==> src/hw/rtl/brb_pkg.sv <==
// Shared types and codes for the byte ring buffer.
package brb_pkg;

    localparam int PTR_W  = 8;
    localparam int BYTE_W = 8;
    localparam int SIZE_W = 9;

    typedef enum logic [1:0] {
        FN_WRITE = 2'd0,
        FN_READ  = 2'd1,
        FN_SKIP  = 2'd2,
        FN_QUERY = 2'd3
    } func_t;

    typedef enum logic [1:0] {
        STS_OK     = 2'd0,
        STS_REJECT = 2'd1,
        STS_DROP   = 2'd2
    } status_t;

    typedef enum logic {
        S_IDLE = 1'b0,
        S_READ = 1'b1
    } state_t;

    // ring memory request from the controller
    typedef struct packed {
        logic              wr_en;
        logic [PTR_W-1:0]  wr_addr;
        logic [BYTE_W-1:0] wr_data;
        logic              rd_en;
        logic [PTR_W-1:0]  rd_addr;
    } mem_req_t;

    // one result transaction
    typedef struct packed {
        logic [1:0]        status;
        logic [BYTE_W-1:0] out_byte;
        logic              byte_valid;
        logic              last;
        logic [PTR_W-1:0]  block_offset;
        logic [PTR_W-1:0]  block_len;
        logic [PTR_W-1:0]  fill_level;
    } result_t;

endpackage

==> src/hw/rtl/brb_ram.sv <==
// Byte storage of the ring: one write port, one registered read port.
module brb_ram #(
    parameter int MEM_DEPTH = 256
) (
    input  logic                       clk,
    input  brb_pkg::mem_req_t          req,
    output logic [brb_pkg::BYTE_W-1:0] rd_data
);
    localparam int AW = (MEM_DEPTH > 1) ? $clog2(MEM_DEPTH) : 1;

    logic [brb_pkg::BYTE_W-1:0] mem [MEM_DEPTH];
    logic [brb_pkg::BYTE_W-1:0] rd_data_reg;

    always_ff @(posedge clk)
    begin
        if (req.wr_en)
        begin
            mem[req.wr_addr[AW-1:0]] <= req.wr_data;
        end
    end

    always_ff @(posedge clk)
    begin
        if (req.rd_en)
        begin
            rd_data_reg <= mem[req.rd_addr[AW-1:0]];
        end
    end

    assign rd_data = rd_data_reg;

endmodule

==> src/hw/rtl/brb_ctrl.sv <==
// Pointer state, message tracking and read sequencing of the ring buffer.
module brb_ctrl #(
    parameter int SIZE_CAP = 256,
    parameter int READ_MAX = 64
) (
    input  logic                       clk,
    input  logic                       rst_n,
    input  logic                       cfg_wr_en,
    input  logic [brb_pkg::SIZE_W-1:0] cfg_wr_data,
    input  logic                       in_valid,
    output logic                       in_ready,
    input  logic [1:0]                 func,
    input  logic                       first,
    input  logic [brb_pkg::PTR_W-1:0]  length,
    input  logic [brb_pkg::BYTE_W-1:0] data_byte,
    input  logic                       out_free,
    output logic                       res_load,
    output brb_pkg::result_t           res,
    output brb_pkg::mem_req_t          mem_req,
    input  logic [brb_pkg::BYTE_W-1:0] mem_rd_data
);
    localparam int CW = $clog2(READ_MAX + 1);
    localparam logic [brb_pkg::SIZE_W-1:0] CAP = brb_pkg::SIZE_W'(SIZE_CAP);
    localparam logic [brb_pkg::PTR_W-1:0]  RMAX = brb_pkg::PTR_W'(READ_MAX);

    brb_pkg::state_t             state_reg, state_next;
    logic [brb_pkg::SIZE_W-1:0]  bsize_reg;
    logic [brb_pkg::PTR_W-1:0]   head_reg, head_next;
    logic [brb_pkg::PTR_W-1:0]   tail_reg, tail_next;
    logic [brb_pkg::PTR_W-1:0]   pwi_reg, pwi_next;
    logic [brb_pkg::PTR_W-1:0]   prem_reg, prem_next;
    logic                        pacc_reg, pacc_next;
    logic [CW-1:0]               rd_cnt_reg, rd_cnt_next;
    logic [brb_pkg::PTR_W-1:0]   fill_after_reg, fill_after_next;

    logic [brb_pkg::SIZE_W-1:0]  size_eff;
    logic [brb_pkg::PTR_W-1:0]   fill_now;
    logic [brb_pkg::SIZE_W-1:0]  room;
    logic [brb_pkg::PTR_W-1:0]   n_sel;
    logic [brb_pkg::SIZE_W-1:0]  skip_sum;
    logic                        accept;

    function automatic logic [brb_pkg::PTR_W-1:0] calc_fill(
        input logic [brb_pkg::PTR_W-1:0]  h,
        input logic [brb_pkg::PTR_W-1:0]  t,
        input logic [brb_pkg::SIZE_W-1:0] s
    );
        logic [brb_pkg::SIZE_W-1:0] d;
        if (h >= t)
            d = {1'b0, h} - {1'b0, t};
        else
            d = s - ({1'b0, t} - {1'b0, h});
        return d[brb_pkg::PTR_W-1:0];
    endfunction

    function automatic logic [brb_pkg::PTR_W-1:0] ptr_inc(
        input logic [brb_pkg::PTR_W-1:0]  p,
        input logic [brb_pkg::SIZE_W-1:0] s
    );
        logic [brb_pkg::SIZE_W-1:0] q;
        q = {1'b0, p} + 9'd1;
        if (q == s)
            q = '0;
        return q[brb_pkg::PTR_W-1:0];
    endfunction

    // effective ring size, clamped to [2, cap]
    always_comb
    begin
        if (bsize_reg < 9'd2)
            size_eff = 9'd2;
        else if (bsize_reg > CAP)
            size_eff = CAP;
        else
            size_eff = bsize_reg;
    end

    assign fill_now = calc_fill(head_reg, tail_reg, size_eff);
    assign room     = (size_eff - 9'd1) - {1'b0, fill_now};
    assign in_ready = (state_reg == brb_pkg::S_IDLE) && out_free;
    assign accept   = in_valid && in_ready;

    // min(fill, length), shared by read and skip
    assign n_sel    = (length < fill_now) ? length : fill_now;
    assign skip_sum = {1'b0, tail_reg} + {1'b0, n_sel};

    always_comb
    begin
        logic [brb_pkg::PTR_W-1:0] rd_n;

        state_next      = state_reg;
        head_next       = head_reg;
        tail_next       = tail_reg;
        pwi_next        = pwi_reg;
        prem_next       = prem_reg;
        pacc_next       = pacc_reg;
        rd_cnt_next     = rd_cnt_reg;
        fill_after_next = fill_after_reg;
        res_load        = 1'b0;
        res             = '0;
        res.last        = 1'b1;
        mem_req         = '0;
        rd_n            = (n_sel > RMAX) ? RMAX : n_sel;

        unique case (state_reg)
            brb_pkg::S_IDLE:
            begin
                if (accept)
                begin
                    res_load = 1'b1;
                    unique case (brb_pkg::func_t'(func))
                        brb_pkg::FN_WRITE:
                        begin
                            logic store;
                            store = 1'b0;
                            res.status = brb_pkg::STS_OK;
                            if (first)
                            begin
                                prem_next = '0;
                                pacc_next = 1'b0;
                                if (length == '0)
                                begin
                                    res.status = brb_pkg::STS_OK;
                                end
                                else if ({1'b0, length} > room)
                                begin
                                    prem_next  = length - 8'd1;
                                    res.status = brb_pkg::STS_REJECT;
                                end
                                else
                                begin
                                    pacc_next = 1'b1;
                                    pwi_next  = head_reg;
                                    prem_next = length;
                                    store     = 1'b1;
                                end
                            end
                            else if (prem_reg == '0)
                            begin
                                res.status = brb_pkg::STS_DROP;
                            end
                            else if (!pacc_reg)
                            begin
                                prem_next  = prem_reg - 8'd1;
                                res.status = brb_pkg::STS_DROP;
                            end
                            else
                            begin
                                store = 1'b1;
                            end

                            if (store)
                            begin
                                mem_req.wr_en   = 1'b1;
                                mem_req.wr_addr = pwi_next;
                                mem_req.wr_data = data_byte;
                                pwi_next        = ptr_inc(pwi_next, size_eff);
                                prem_next       = prem_next - 8'd1;
                                if (prem_next == '0)
                                begin
                                    head_next = pwi_next;
                                    pacc_next = 1'b0;
                                end
                            end
                            res.fill_level = calc_fill(head_next, tail_reg, size_eff);
                        end

                        brb_pkg::FN_READ:
                        begin
                            if (rd_n == '0)
                            begin
                                res.fill_level = fill_now;
                            end
                            else
                            begin
                                // results come out of the read loop instead
                                res_load        = 1'b0;
                                mem_req.rd_en   = 1'b1;
                                mem_req.rd_addr = tail_reg;
                                rd_cnt_next     = rd_n[CW-1:0];
                                fill_after_next = fill_now - rd_n;
                                state_next      = brb_pkg::S_READ;
                            end
                        end

                        brb_pkg::FN_SKIP:
                        begin
                            if (skip_sum >= size_eff)
                                tail_next = 8'(skip_sum - size_eff);
                            else
                                tail_next = skip_sum[brb_pkg::PTR_W-1:0];
                            res.fill_level = fill_now - n_sel;
                        end

                        brb_pkg::FN_QUERY:
                        begin
                            res.block_offset = tail_reg;
                            if (head_reg >= tail_reg)
                                res.block_len = head_reg - tail_reg;
                            else
                                res.block_len = 8'(size_eff - {1'b0, tail_reg});
                            res.fill_level = fill_now;
                        end

                        default:
                        begin
                            res.fill_level = fill_now;
                        end
                    endcase
                end
            end

            brb_pkg::S_READ:
            begin
                // memory data for tail_reg is ready; fetch next while emitting
                if (out_free)
                begin
                    res_load       = 1'b1;
                    res.status     = brb_pkg::STS_OK;
                    res.out_byte   = mem_rd_data;
                    res.byte_valid = 1'b1;
                    res.last       = (rd_cnt_reg == CW'(1));
                    res.fill_level = fill_after_reg;
                    tail_next      = ptr_inc(tail_reg, size_eff);
                    rd_cnt_next    = rd_cnt_reg - CW'(1);
                    if (rd_cnt_reg == CW'(1))
                    begin
                        state_next = brb_pkg::S_IDLE;
                    end
                    else
                    begin
                        mem_req.rd_en   = 1'b1;
                        mem_req.rd_addr = tail_next;
                    end
                end
            end

            default:
            begin
                state_next = brb_pkg::S_IDLE;
            end
        endcase
    end

    always_ff @(posedge clk or negedge rst_n)
    begin
        if (!rst_n)
        begin
            state_reg      <= brb_pkg::S_IDLE;
            bsize_reg      <= 9'd256;
            head_reg       <= '0;
            tail_reg       <= '0;
            pwi_reg        <= '0;
            prem_reg       <= '0;
            pacc_reg       <= 1'b0;
            rd_cnt_reg     <= '0;
            fill_after_reg <= '0;
        end
        else if (cfg_wr_en)
        begin
            bsize_reg <= cfg_wr_data;
            head_reg  <= '0;
            tail_reg  <= '0;
            pwi_reg   <= '0;
            prem_reg  <= '0;
            pacc_reg  <= 1'b0;
        end
        else
        begin
            state_reg      <= state_next;
            head_reg       <= head_next;
            tail_reg       <= tail_next;
            pwi_reg        <= pwi_next;
            prem_reg       <= prem_next;
            pacc_reg       <= pacc_next;
            rd_cnt_reg     <= rd_cnt_next;
            fill_after_reg <= fill_after_next;
        end
    end

    a_no_accept_in_read: assert property (@(posedge clk) disable iff (!rst_n)
        (state_reg == brb_pkg::S_READ) |-> !in_ready)
        else $error("input taken during read burst");

    a_read_count_live: assert property (@(posedge clk) disable iff (!rst_n)
        (state_reg == brb_pkg::S_READ) |-> (rd_cnt_reg != '0))
        else $error("read burst with zero count");

    a_load_needs_room: assert property (@(posedge clk) disable iff (!rst_n)
        res_load |-> out_free)
        else $error("result loaded into occupied output stage");

    a_pending_nonzero: assert property (@(posedge clk) disable iff (!rst_n)
        pacc_reg |-> (prem_reg != '0))
        else $error("accepting message with nothing remaining");

    a_ptr_in_ring: assert property (@(posedge clk) disable iff (!rst_n)
        ({1'b0, head_reg} < size_eff) && ({1'b0, tail_reg} < size_eff))
        else $error("pointer outside ring");

endmodule

==> src/hw/rtl/byte_ring_buffer.sv <==
// Top level of the byte ring FIFO: controller, ring memory, output stage.
//
//  channel | direction | handshake            | payload
//  --------+-----------+----------------------+------------------------------------------
//  in      | input     | in_valid / in_ready  | func, first, length, data_byte
//  out     | output    | out_valid / out_ready| status, out_byte, byte_valid, last,
//          |           |                      | block_offset, block_len, fill_level
//  cfg     | input     | cfg_wr_en            | cfg_wr_data (buffer_size)
//
// Write, skip, query and empty read: one result per transaction.
// A read of n bytes (n <= READ_MAX) first waits on the registered memory read, then
//   delivers one byte per cycle off the single read port while out_ready is held high.
// Reset (rst_n low, async) sets buffer_size to 256 and clears all pointers; the
//   ring memory is not cleared since only committed bytes are ever read.
// in_ready drops during a read burst and whenever the output stage holds a
//   result that is not being taken; out_ready low stalls the burst in place.
module byte_ring_buffer #(
    parameter int DEPTH    = 256,
    parameter int READ_MAX = 64
) (
    input  logic                       clk,
    input  logic                       rst_n,
    input  logic                       cfg_wr_en,
    input  logic [brb_pkg::SIZE_W-1:0] cfg_wr_data,
    input  logic                       in_valid,
    output logic                       in_ready,
    input  logic [1:0]                 func,
    input  logic                       first,
    input  logic [7:0]                 length,
    input  logic [7:0]                 data_byte,
    output logic                       out_valid,
    input  logic                       out_ready,
    output logic [1:0]                 status,
    output logic [7:0]                 out_byte,
    output logic                       byte_valid,
    output logic                       last,
    output logic [7:0]                 block_offset,
    output logic [7:0]                 block_len,
    output logic [7:0]                 fill_level
);
    // ring never exceeds 256 slots, whatever DEPTH says
    localparam int MEM_DEPTH = (DEPTH < 256) ? DEPTH : 256;

    brb_pkg::mem_req_t           mem_req;
    logic [brb_pkg::BYTE_W-1:0]  mem_rd_data;
    brb_pkg::result_t            res;
    logic                        res_load;
    logic                        out_free;

    logic                        out_valid_reg;
    brb_pkg::result_t            out_res_reg;

    // output stage is free when empty or being drained this cycle
    assign out_free = !out_valid_reg || out_ready;

    brb_ctrl #(
        .SIZE_CAP (MEM_DEPTH),
        .READ_MAX (READ_MAX)
    ) u_ctrl (
        .clk         (clk),
        .rst_n       (rst_n),
        .cfg_wr_en   (cfg_wr_en),
        .cfg_wr_data (cfg_wr_data),
        .in_valid    (in_valid),
        .in_ready    (in_ready),
        .func        (func),
        .first       (first),
        .length      (length),
        .data_byte   (data_byte),
        .out_free    (out_free),
        .res_load    (res_load),
        .res         (res),
        .mem_req     (mem_req),
        .mem_rd_data (mem_rd_data)
    );

    brb_ram #(
        .MEM_DEPTH (MEM_DEPTH)
    ) u_ram (
        .clk     (clk),
        .req     (mem_req),
        .rd_data (mem_rd_data)
    );

    // result register: one transaction held until taken
    always_ff @(posedge clk or negedge rst_n)
    begin
        if (!rst_n)
        begin
            out_valid_reg <= 1'b0;
        end
        else if (res_load)
        begin
            out_valid_reg <= 1'b1;
        end
        else if (out_ready)
        begin
            out_valid_reg <= 1'b0;
        end
    end

    always_ff @(posedge clk)
    begin
        if (res_load)
        begin
            out_res_reg <= res;
        end
    end

    assign out_valid    = out_valid_reg;
    assign status       = out_res_reg.status;
    assign out_byte     = out_res_reg.out_byte;
    assign byte_valid   = out_res_reg.byte_valid;
    assign last         = out_res_reg.last;
    assign block_offset = out_res_reg.block_offset;
    assign block_len    = out_res_reg.block_len;
    assign fill_level   = out_res_reg.fill_level;

endmodule

==> config.mk <==
export PLATFORM = sky130hd
export DESIGN_NAME = byte_ring_buffer
export DESIGN_NICKNAME = d
export VERILOG_FILES = /design/src/hw/rtl/brb_pkg.sv /design/src/hw/rtl/brb_ram.sv /design/src/hw/rtl/brb_ctrl.sv /design/src/hw/rtl/byte_ring_buffer.sv
export SDC_FILE = /design/constraint.sdc
export NUM_CORES = 2
export LEC_CHECK = 0
export BUFFER_PORTS_ARGS = -buffer_cell sky130_fd_sc_hd__clkbuf_2
export CORE_UTILIZATION = 45
export DETAILED_ROUTE_END_ITERATION = 16
export MAX_ROUTING_LAYER = met4
export PLACE_DENSITY = 0.7
export SLEW_MARGIN = 20
export SYNTH_ARGS = -nofsm -noshare
export SYNTH_HDL_FRONTEND = slang
export SYNTH_SLANG_ARGS = --single-unit
==> constraint.sdc <==
create_clock -name clk -period 13.6 [get_ports clk]
set_input_delay 0 -clock clk [delete_from_list [all_inputs] [get_ports clk]]
set_output_delay 0 -clock clk [all_outputs]
set_load 0.05 [all_outputs]
==> metrics.txt <==
status finished clean; crit path capture fill_level[5]$_DFFE_PP_; Top-Level Pins 71; Clk Latency, worst-skew pair 0.87 ns; CTS tree done; share of layout cells above drive strength 1 0.0834; area of the multi-input gates 26,100 um2; CP Capture Type flop; Slew headroom 0.125; first-pass GRT wire length 430 mm; drt total wl 302 mm; HP Class in -> reg; TritonCTS Buffers 209; wire per inst 29.5 um; R2R depth 52; total of max-cap violations 0; via count 64,700; slew of the pin with the lowest slew margin 1.30 ns; period utilization 0.932; maximum clock path buffer count 3; # port buffers 70; average size of a mapped cell 12.6 um2; RSZ-0062 raised after global routing no; Arr. time, crit path 13.27 ns; vias per cell 6.30; GPL Wtd Cong 0.945; gr ovfl total 0; Largest stage delay, worst path 0.75 ns; final setup vio count 0; Seq/Total Area, Yosys 0.694; Yosys reg bits 2,151; reg2reg setup slack 0.93 ns; clock skew 0.0438 ns; synth top area cells edfxtp_1 (68%), nand2_1 (6.7%), nand3_1 (2.6%); row cnt 166; PwrDens 210 nW/um2; fmax 78.9 MHz; EDFF count, synth 2,092; prevailing post-synth register cell edfxtp_1; slowest CP cell dfrtp_1; Pre-antenna DRT Iters 9; total global-route track usage 0.293; initial antenna violation count 17; Max IR drop VDD 0.258 mV; final core utilization 0.504; CTS root buffer clkbuf_16; Synth Warn # 0; post-DP HPWL 182 mm; Die Area 208,000 um2; FILL cells 17,100; DRT iter0 DRCs 10,600; final hold viol count 0; starting density of the core 0.453; Netlist cell types 93; number of global-route vias before repair 60,700; Static Leak 0.0375 uW; R2R Path End fill_level[5]$_DFFE_PP_; largest net degree at the start of global routing 205; post-layout min period 12.67 ns; Mapped Area 92,600 um2; Worst EP required 14.19 ns; chip width 456 um; total negative slack 0 ns; RR Startpoint u_ctrl.tail_reg[2]$_DFFE_PN0P_; DRC violations left 0; Post-Syn Nets 7,484; Worst Setup SP u_ctrl.tail_reg[2]$_DFFE_PN0P_; fraction of registers with async set/reset 0.0274; # nets final 7,544; Yosys top cell area share 0.678; CTS sink cnt 2,151; die height 456 um; Syn Inst Count 7,331; area leader, netlist edfxtp_1; Max Slew Vio Count 0; area growth from synthesis to layout 11.4%; Worst Setup Start Kind flop; Largest register FFs 2,048; Worst-path clk slew 0.07 ns; kind of critical path reg -> reg; crit path max fanout 15; CTS H-Tree Depth 4; core area 205,000 um2; register area 64,300 um2; antenna viol nets, final 0
[routing by layer]
metal | up-vias | global-route usage | routed length, um | part of all wire
met2 | 4620 | 0.430 | 136000 | 0.45
li1 | 27400 | - | - | -
met3 | 837 | 0.0716 | 38900 | 0.13
met1 | 31800 | 0.373 | 110000 | 0.36
met5 | - | - | 0 | 0
met4 | 0 | 0.161 | 18100 | 0.060
[critical path: cells and delay by family, from the launching register on]
kind / cells / cell delay, ns
AO/OA/AOI/OAI: 22 / 4.87
AND/OR/NAND/NOR: 15 / 2.63
adder cells (fa/ha/maj): 6 / 2.08
buffers and inverters: 5 / 1.45
flip-flops: 1 / 0.75
XOR/XNOR: 3 / 0.41
multiplexers: 1 / 0.23
[stage by stage]
stage	std cells	power, uW	cell area, um2	setup WS, ns	hold WS (ns)
final	10300	21600	103000	0.926	0.0270
after global routing	10300	22400	103000	0.0555	0.0578
after CTS	10200	21500	103000	0.958	0.0138
after detailed placement	9809	15900	96100	1.52	0.275
after global placement	9809	15900	96100	1.62	0.274
after floorplan	7331	13200	92600	3.39	-0.296
[where the power goes]
| group | switching, uW | internal (uW) |
|---|---|---|
| Clock | 2510 | 3050 |
| Combinational | 5850 | 2770 |
| Sequential | 87.7 | 7370 |
| Total | 8450 | 13200 |
[kinds of logic (layout without fill, tap and decap cells)]
family | Yosys count | in the layout | synth area share
buffers and inverters | 548 | 775 | 0.0277
multiplexers | 239 | 239 | 0.0260
adder cells (fa/ha/maj) | 120 | 120 | 0.0180
flip-flops | 2151 | 2151 | 0.694
XOR/XNOR | 101 | 101 | 0.00986
AND/OR/NAND/NOR | 2859 | 2859 | 0.131
AO/OA/AOI/OAI | 1313 | 1313 | 0.0926
other | 0 | 21 | 0
[area by class of cell]
class                      instances  area share
clock buffer                     263      0.0534
sequential                      2151       0.623
antenna                           21    0.000509
tap                             2688      0.0326
inverter                         102     0.00371
timing repair buffer             295      0.0251
multi-input combinational       4632       0.253
clock inverter                   115     0.00890
[placed cells by master, fill, tap and decap left out, types with 34 or more instances in the layout]
cell / synthesis / layout
a21o_1: 57 / 55
mux2i_1: 228 / 228
nand4_1: 45 / 45
nor3_1: 66 / 64
a211oi_1: 63 / 61
clkinv_1: 2 / 50
nor2_1: 389 / 383
edfxtp_1: 2092 / 2092
clkbuf_1: 126 / 50
a31oi_1: 145 / 144
nand3_1: 486 / 484
clkbuf_16: 0 / 212
ha_1: 98 / 98
and3_1: 83 / 83
xnor2_1: 66 / 66
o22ai_1: 76 / 76
inv_1: 100 / 100
a221oi_1: 42 / 42
a32oi_1: 82 / 80
buf_4: 49 / 135
dlygate4sd3_1: 0 / 58
dfrtp_1: 58 / 58
a21oi_1: 456 / 453
clkbuf_2: 0 / 70
a22oi_1: 40 / 40
clkinv_2: 0 / 34
nand2_1: 1651 / 1646
o21ai_0: 122 / 121
[what timing repair did]
action | 4_1_cts | 5_1_grt
resized for setup | 0 | 1
setup endpoints to repair | 0 | 1
setup buffers | 0 | 0
hold endpoints to repair | 490 | 0
hold buffers | 58 | 0
[how the worst min path moves through the flow]
stage | from | endpoint | slack [ns] | depth (start not counted)
after floorplan | rst_n | out_valid$_DFFE_PN0P_ | -0.30 | 0
after detailed placement | rst_n | u_ctrl.prem_reg[4]$_DFFE_PN0P_ | 0.28 | 2
final | data_byte[1] | u_ram.mem[39][1]$_DFFE_PP_ | 0.03 | 2
after global placement | rst_n | u_ctrl.prem_reg[5]$_DFFE_PN0P_ | 0.27 | 2
after global routing | data_byte[1] | u_ram.mem[35][1]$_DFFE_PP_ | 0.06 | 2
after CTS | data_byte[1] | u_ram.mem[40][1]$_DFFE_PP_ | 0.01 | 2
[synth_stat cells (13+ instances only)]
cell	number
a211oi_1	63
clkbuf_1	126
a32oi_1	82
buf_2	241
fa_1	22
nand2b_1	13
nor4_1	26
and3_1	83
nand4_1	45
o211ai_1	21
xnor2_1	66
mux2i_1	228
nor2b_1	15
ha_1	98
a22o_1	17
o21bai_1	14
nand2_1	1651
o21ai_0	122
o22ai_1	76
xor2_1	32
inv_1	100
dfrtp_1	58
nand3_1	486
buf_1	27
and2_1	30
nor2_1	389
buf_4	49
a21oi_1	456
a32o_1	17
o2111ai_1	13
a31o_2	26
edfxtp_1	2092
nor3_1	66
a221oi_1	42
a31oi_1	145
a21o_1	57
a22oi_1	40
Note: power is estimated with default switching activity, not from simulation.
